`src/design/box_average_downscaler_defines.svh`:
```
// Assertion macros shared by the box average downscaler RTL.
`ifndef BOX_AVERAGE_DOWNSCALER_DEFINES_SVH
`define BOX_AVERAGE_DOWNSCALER_DEFINES_SVH

// Same-cycle implication, checked on every rising clock edge out of reset.
`define BOX_AVG_ASSERT_NOW(label, ante, cons) \
    label: assert property (@(posedge i_clk) disable iff (!i_rst_n) (ante) |-> (cons)) \
        else $error("box_avg: same-cycle check failed");

// Next-cycle implication.
`define BOX_AVG_ASSERT_NEXT(label, ante, cons) \
    label: assert property (@(posedge i_clk) disable iff (!i_rst_n) (ante) |=> (cons)) \
        else $error("box_avg: next-cycle check failed");

`endif

```
`src/design/box_avg_pkg.sv`:
```
// Shared types, widths and constants of the box average downscaler.
package box_avg_pkg;

    localparam int PIX_W   = 8;
    localparam int NCH     = 3;
    localparam int SUM_W   = 21;
    localparam int QUOT_W  = 8;
    localparam int COORD_W = 12;
    localparam int IMG_MAX = 4096;
    localparam int IMG_W   = 13;

    localparam int CFG_IDX_W  = 3;
    localparam int CFG_DATA_W = 13;

    localparam int DEF_MAX_CELLS_PER_ROW = 4096;
    localparam int DEF_MAX_CELL_WIDTH    = 64;
    localparam int DEF_MAX_CELL_HEIGHT   = 128;

    localparam logic [12:0] RST_IMAGE_WIDTH   = 13'd640;
    localparam logic [12:0] RST_IMAGE_HEIGHT  = 13'd480;
    localparam logic [6:0]  RST_CELL_WIDTH    = 7'd1;
    localparam logic [7:0]  RST_CELL_HEIGHT   = 8'd2;
    localparam logic [12:0] RST_CELLS_PER_ROW = 13'd640;
    localparam logic [12:0] RST_CELL_ROWS     = 13'd240;

    typedef logic [NCH-1:0][SUM_W-1:0]  t_sums;
    typedef logic [NCH-1:0][QUOT_W-1:0] t_quots;
    typedef logic [NCH-1:0][PIX_W-1:0]  t_pixel;

    typedef enum logic [CFG_IDX_W-1:0] {
        CFG_IMAGE_WIDTH   = 3'd0,
        CFG_IMAGE_HEIGHT  = 3'd1,
        CFG_CELL_WIDTH    = 3'd2,
        CFG_CELL_HEIGHT   = 3'd3,
        CFG_CELLS_PER_ROW = 3'd4,
        CFG_CELL_ROWS     = 3'd5
    } t_cfg_idx;

    typedef enum logic [2:0] {
        S_CLEAR,
        S_IDLE,
        S_ADD,
        S_DIV,
        S_PUSH
    } t_state;

endpackage

```
`src/design/box_avg_div.sv`:
```
// Three-channel restoring divider, one quotient bit per cycle, saturating at 255.
module box_avg_div #(
    parameter int DIV_W = 15
) (
    input  logic                  i_clk,
    input  logic                  i_rst_n,
    input  logic                  i_start,
    input  box_avg_pkg::t_sums    i_sum,
    input  logic [DIV_W-1:0]      i_div,
    output logic                  o_busy,
    output box_avg_pkg::t_quots   o_quot
);
    import box_avg_pkg::*;

    localparam int RW  = (SUM_W > DIV_W + QUOT_W) ? SUM_W : DIV_W + QUOT_W;
    localparam int CNW = $clog2(QUOT_W + 1);

    logic [NCH-1:0][RW-1:0] r_rem;
    logic [RW-1:0]          r_dsh;
    logic [NCH-1:0]         r_sat;
    t_quots                 r_quot;
    logic [CNW-1:0]         r_cnt;

    always_ff @(posedge i_clk) begin
        if (!i_rst_n) begin
            r_cnt <= '0;
        end else if (i_start) begin
            r_cnt <= CNW'(QUOT_W);
        end else if (r_cnt != '0) begin
            r_cnt <= r_cnt - CNW'(1);
        end
    end

    // Load: flag sums of at least 256 times the divisor; step: try one shifted divisor.
    always_ff @(posedge i_clk) begin
        if (i_start) begin
            r_dsh <= RW'(i_div) << (QUOT_W - 1);
            for (int c = 0; c < NCH; c++) begin
                r_rem[c]  <= RW'(i_sum[c]);
                r_sat[c]  <= RW'(i_sum[c]) >= (RW'(i_div) << QUOT_W);
                r_quot[c] <= '0;
            end
        end else if (r_cnt != '0) begin
            r_dsh <= r_dsh >> 1;
            for (int c = 0; c < NCH; c++) begin
                if (r_rem[c] >= r_dsh) begin
                    r_rem[c]  <= r_rem[c] - r_dsh;
                    r_quot[c] <= {r_quot[c][QUOT_W-2:0], 1'b1};
                end else begin
                    r_quot[c] <= {r_quot[c][QUOT_W-2:0], 1'b0};
                end
            end
        end
    end

    always_comb begin
        for (int c = 0; c < NCH; c++) begin
            o_quot[c] = r_sat[c] ? '1 : r_quot[c];
        end
    end

    assign o_busy = (r_cnt != '0);

endmodule

```
`config.mk`:
```
export PLATFORM = sky130hd
export DESIGN_NAME = box_avg_div
export DESIGN_NICKNAME = d
export VERILOG_FILES = /design/src/design/box_average_downscaler_defines.svh /design/src/design/box_avg_pkg.sv /design/src/design/box_avg_div.sv
export SDC_FILE = /design/constraint.sdc
export NUM_CORES = 1
export LEC_CHECK = 0
export CAP_MARGIN = 0
export CORE_MARGIN = 3
export CORE_UTILIZATION = 50
export DETAILED_ROUTE_END_ITERATION = 12
export DONT_BUFFER_PORTS = 1
export HOLD_SLACK_MARGIN = 0.1
export SLEW_MARGIN = 20
export SYNTH_ARGS = -nofsm -noshare
export SYNTH_HDL_FRONTEND = slang
export SYNTH_SLANG_ARGS = --single-unit
```
`constraint.sdc`:
```
create_clock -name i_clk -period 8.81 [get_ports i_clk]
set_input_delay 0.881 -clock i_clk [delete_from_list [all_inputs] [get_ports i_clk]]
set_output_delay 0.881 -clock i_clk [all_outputs]
set_load 0.05 [all_outputs]
```
==> impl_results.md <==
* Post-CTS Setup Inserts at 0
* Syn_nets at about 1200
* Setup violators final at 0
* Post-synthesis cell count at between 1000 and 1500
* Routed vias/inst at a little over 6
* Synth Cell Area at ~0.009 mm^2
* Largest net degree at the start of global routing at 168
* Status: finished clean
* GRT Total Usage at roughly 25%
* Clock slew at reported path FFs at 0.06 ns
* Die ar. at 0.0202 mm^2
* Syn Area/Cell at 8.89 um^2
* # hold bufs at CTS at 0
* Synth top area share at 26.2%
* DP Worst Slack at a little under 5 ns
* Pleak at between 4 and 5 nW
* RSZ-0062 raised after global routing: false
* Register area at between 0.003 and 0.004 mm^2
* Worst min path class: reg2reg
* Area taken by multi-input logic gates at roughly 0.0057 mm^2
* RR Startpoint: r_dsh[10]$_DFFE_PP_
* Clk Latency, worst-skew pair at roughly 0.42 ns
* RePlAce Congestion at 0.890
* Buffers on Ports at 0
* DR WL/cell at ~20 um
* Detail Placement HPWL at slightly below 20000 um
* Post-synth EDFFs at 81
* Synthesis Warnings at 0
* Post-CTS sizing at 0
* Fin. Hold Viols at 0
* CP peak stage delay at ~0.8 ns
* Number of synthesized register bits at approximately 120
* Final ANT Viol Nets at 0
* Crit. Startpoint: r_dsh[10]$_DFFE_PP_
* Die width at between 100 and 150 um
* Fmax at 259 MHz
* Total grt overflow at 0
* Clock tree root driver cell: clkbuf_16
* # H-tree levels at 4
* DRT iter0 DRCs at between 500 and 600
* Global-route wire length before repair at between 30000 and 40000 um
* DR pass1 iterations at 5
* Via count at between 7000 and 8000
* Cell count of the worst reg-to-reg path at 9
* Final wirelength at 25700 um
* Die height at 142 um
* Critical Path Sink Type: register
* Slew Limit Fails at 0
* Startpoint Class: register
* Ranking of synthesized cells by area: edfxtp_1 26%, ha_1 14%, dfxtp_1 8.9%, nand2_1 6.2%, a21oi_1 5.0%
* Crit Path Category: reg2reg
* CTS buffer count at 17
* Fin crit period at between 3 and 4 ns
* FF-to-FF End: r_rem[30]$_DFFE_PP_
* Core area at ~0.018 mm^2
* Crit path to: r_rem[30]$_DFFE_PP_
* Share of cells above drive strength 1 at about 7.6%
* Final nets at between 1000 and 1500
* Top FF cell, synth: edfxtp_1
* Critical path arrival at about 3.8 ns
* TritonCTS clock tree: built
* ANT cells at 0
* Least-Margin Pin Slew at 1.05 ns
* Max Cap Viol at 0
* Power Dens Cells at between 300 and 400 mW/mm^2
* Period utilization at a little over two fifths
* CTS sink cnt at 122
* Area leader, netlist: edfxtp_1
* Asr flop ratio synth at 0%
* Seq/Total Area, Yosys at a little over a third
* Area Growth Syn to Fin at 8.18%
* Worst slew margin at 29.9%
* Crit-path cells: inv_1, ha_1, a21oi_1, o21ai_1, a2111oi_0, o22ai_1, nand4_1, a21o_1, nand2_1
* Synth unique cells at 67
* Clock Skews at between 0.006 and 0.007 ns
* Critical path peak fanout at 21
* Fill count at ~1700
* Vias in the first global route at around 7000
* Initial antenna violation count at 0
* Worst setup margin at about 5.0 ns
* Clk buf depth at 2
* I/O pin count at between 100 and 150
* Reg2reg setup slack at ~5.0 ns
* Sum Neg Setup Slack at 0 ns
* Maximum VDD drop at about 0.15 mV
* Row cnt at 49
* DRC at 0
* WP data required at around 8.7 ns
* Initial Utilization at around half
* Worst path slowest cell: nand2_1
==> worst min-delay path by stage <==
stage                     depth (start not counted)  slack, ns                     from                      end
after floorplan                                   2       0.43  r_quot[15]$_SDFFE_PP0N_  r_quot[15]$_SDFFE_PP0N_
after global placement                            2       0.43  r_quot[15]$_SDFFE_PP0N_  r_quot[15]$_SDFFE_PP0N_
after detailed placement                          2       0.44  r_quot[15]$_SDFFE_PP0N_  r_quot[15]$_SDFFE_PP0N_
after CTS                                         2       0.45  r_quot[15]$_SDFFE_PP0N_  r_quot[15]$_SDFFE_PP0N_
after global routing                              2       0.47   r_quot[7]$_SDFFE_PP0N_   r_quot[7]$_SDFFE_PP0N_
final                                             2       0.45  r_quot[15]$_SDFFE_PP0N_  r_quot[15]$_SDFFE_PP0N_
==> through the flow <==
| step | instances | total power (W) | instance area [um^2] | hold slack [ns] | util (%) |
|---|---|---|---|---|---|
| floorplan | 1043 | 0.00225 | 9270 | 0.427 | - |
| global placement | 1236 | 0.00262 | 9450 | 0.430 | 52.3 |
| detailed placement | 1236 | 0.00261 | 9450 | 0.440 | 52.3 |
| CTS | 1268 | 0.00332 | 10000 | 0.447 | 55.5 |
| global route | 1268 | 0.00357 | 10000 | 0.469 | 55.5 |
| finish | 1268 | 0.00333 | 10000 | 0.454 | 55.5 |
==> where the power goes <==
group          leakage [nW]  internal, W  switching (W)  total, W
Sequential             1.17     0.000806      0.0000628  0.000869
Clock                 0.289     0.000414       0.000285  0.000698
Combinational          2.62     0.000681        0.00108   0.00177
==> cell families after synthesis <==
kind of cell / count (synthesis) / share of synthesized area [%]
flops: 122 / 35.1
simple gates: 342 / 17.5
compound gates: 318 / 23.1
buf+inv: 95 / 3.90
mux: 4 / 0.459
fa+ha+maj: 109 / 14.9
xor+xnor: 53 / 5.01
==> synthesized netlist by cell type (all sizes together) (7+ instances only) <==
| cell | number |
|---|---|
| ha | 106 |
| inv | 54 |
| dfxtp | 41 |
| xor2 | 24 |
| nor2b | 15 |
| a21o | 26 |
| edfxtp | 81 |
| o21a | 10 |
| clkbuf | 32 |
| a21oi | 95 |
| nand2 | 152 |
| nand3 | 20 |
| o31ai | 42 |
| or2 | 30 |
| or3 | 8 |
| a22o | 29 |
| buf | 8 |
| nor3 | 14 |
| a211o | 7 |
| nor2 | 49 |
| xnor2 | 29 |
| nand4 | 16 |
| nand2b | 12 |
| o21ai | 45 |
| a31oi | 12 |
| a211oi | 10 |
==> worst max-delay path, delay by kind of cell (launching register included) <==
kind | cells | cell delay (ns)
and+or+nand+nor | 2 | 0.98
buffers and inverters | 1 | 0.15
DFF | 1 | 0.35
AOI/OAI and AO/OA | 5 | 1.54
adders and majority gates | 1 | 0.33
==> cells in the final DEF (no fill, tap or decap), types with 37 or more instances in the layout <==
cell,Yosys,routed
a21oi_1,93,93
dfxtp_1,41,41
edfxtp_1,81,81
ha_1,106,106
inv_1,54,54
nand2_1,152,151
nor2_1,47,47
o21ai_0,38,37
o31ai_1,42,42
==> per-layer routing <==
| layer | wire length [um] | vias to the layer above | track usage [%] |
|---|---|---|---|
| met5 | 0 | - | 0 |
| met4 | 405 | 0 | 6.67 |
| met3 | 1440 | 29 | 5.04 |
| met2 | 11700 | 213 | 39.8 |
| met1 | 12200 | 3645 | 36.0 |
| li1 | - | 3834 | - |
==> flip-flops by register name, summed over array words and instances, names as in the netlist <==
signal  cells
r_sat       3
r_dsh      22
r_quot     24
r_cnt       4
r_rem      69
==> final cells by class <==
class	count	share of cell area (%)
Multi-Input combinational cell	826	56.6
Clock inverter	13	1.13
Sequential cell	122	32.4
Clock buffer	19	4.63
Inverter	55	2.06
Timing Repair Buffer	4	0.299
Tap cell	229	2.86
Power figures use the tool's default switching activity.
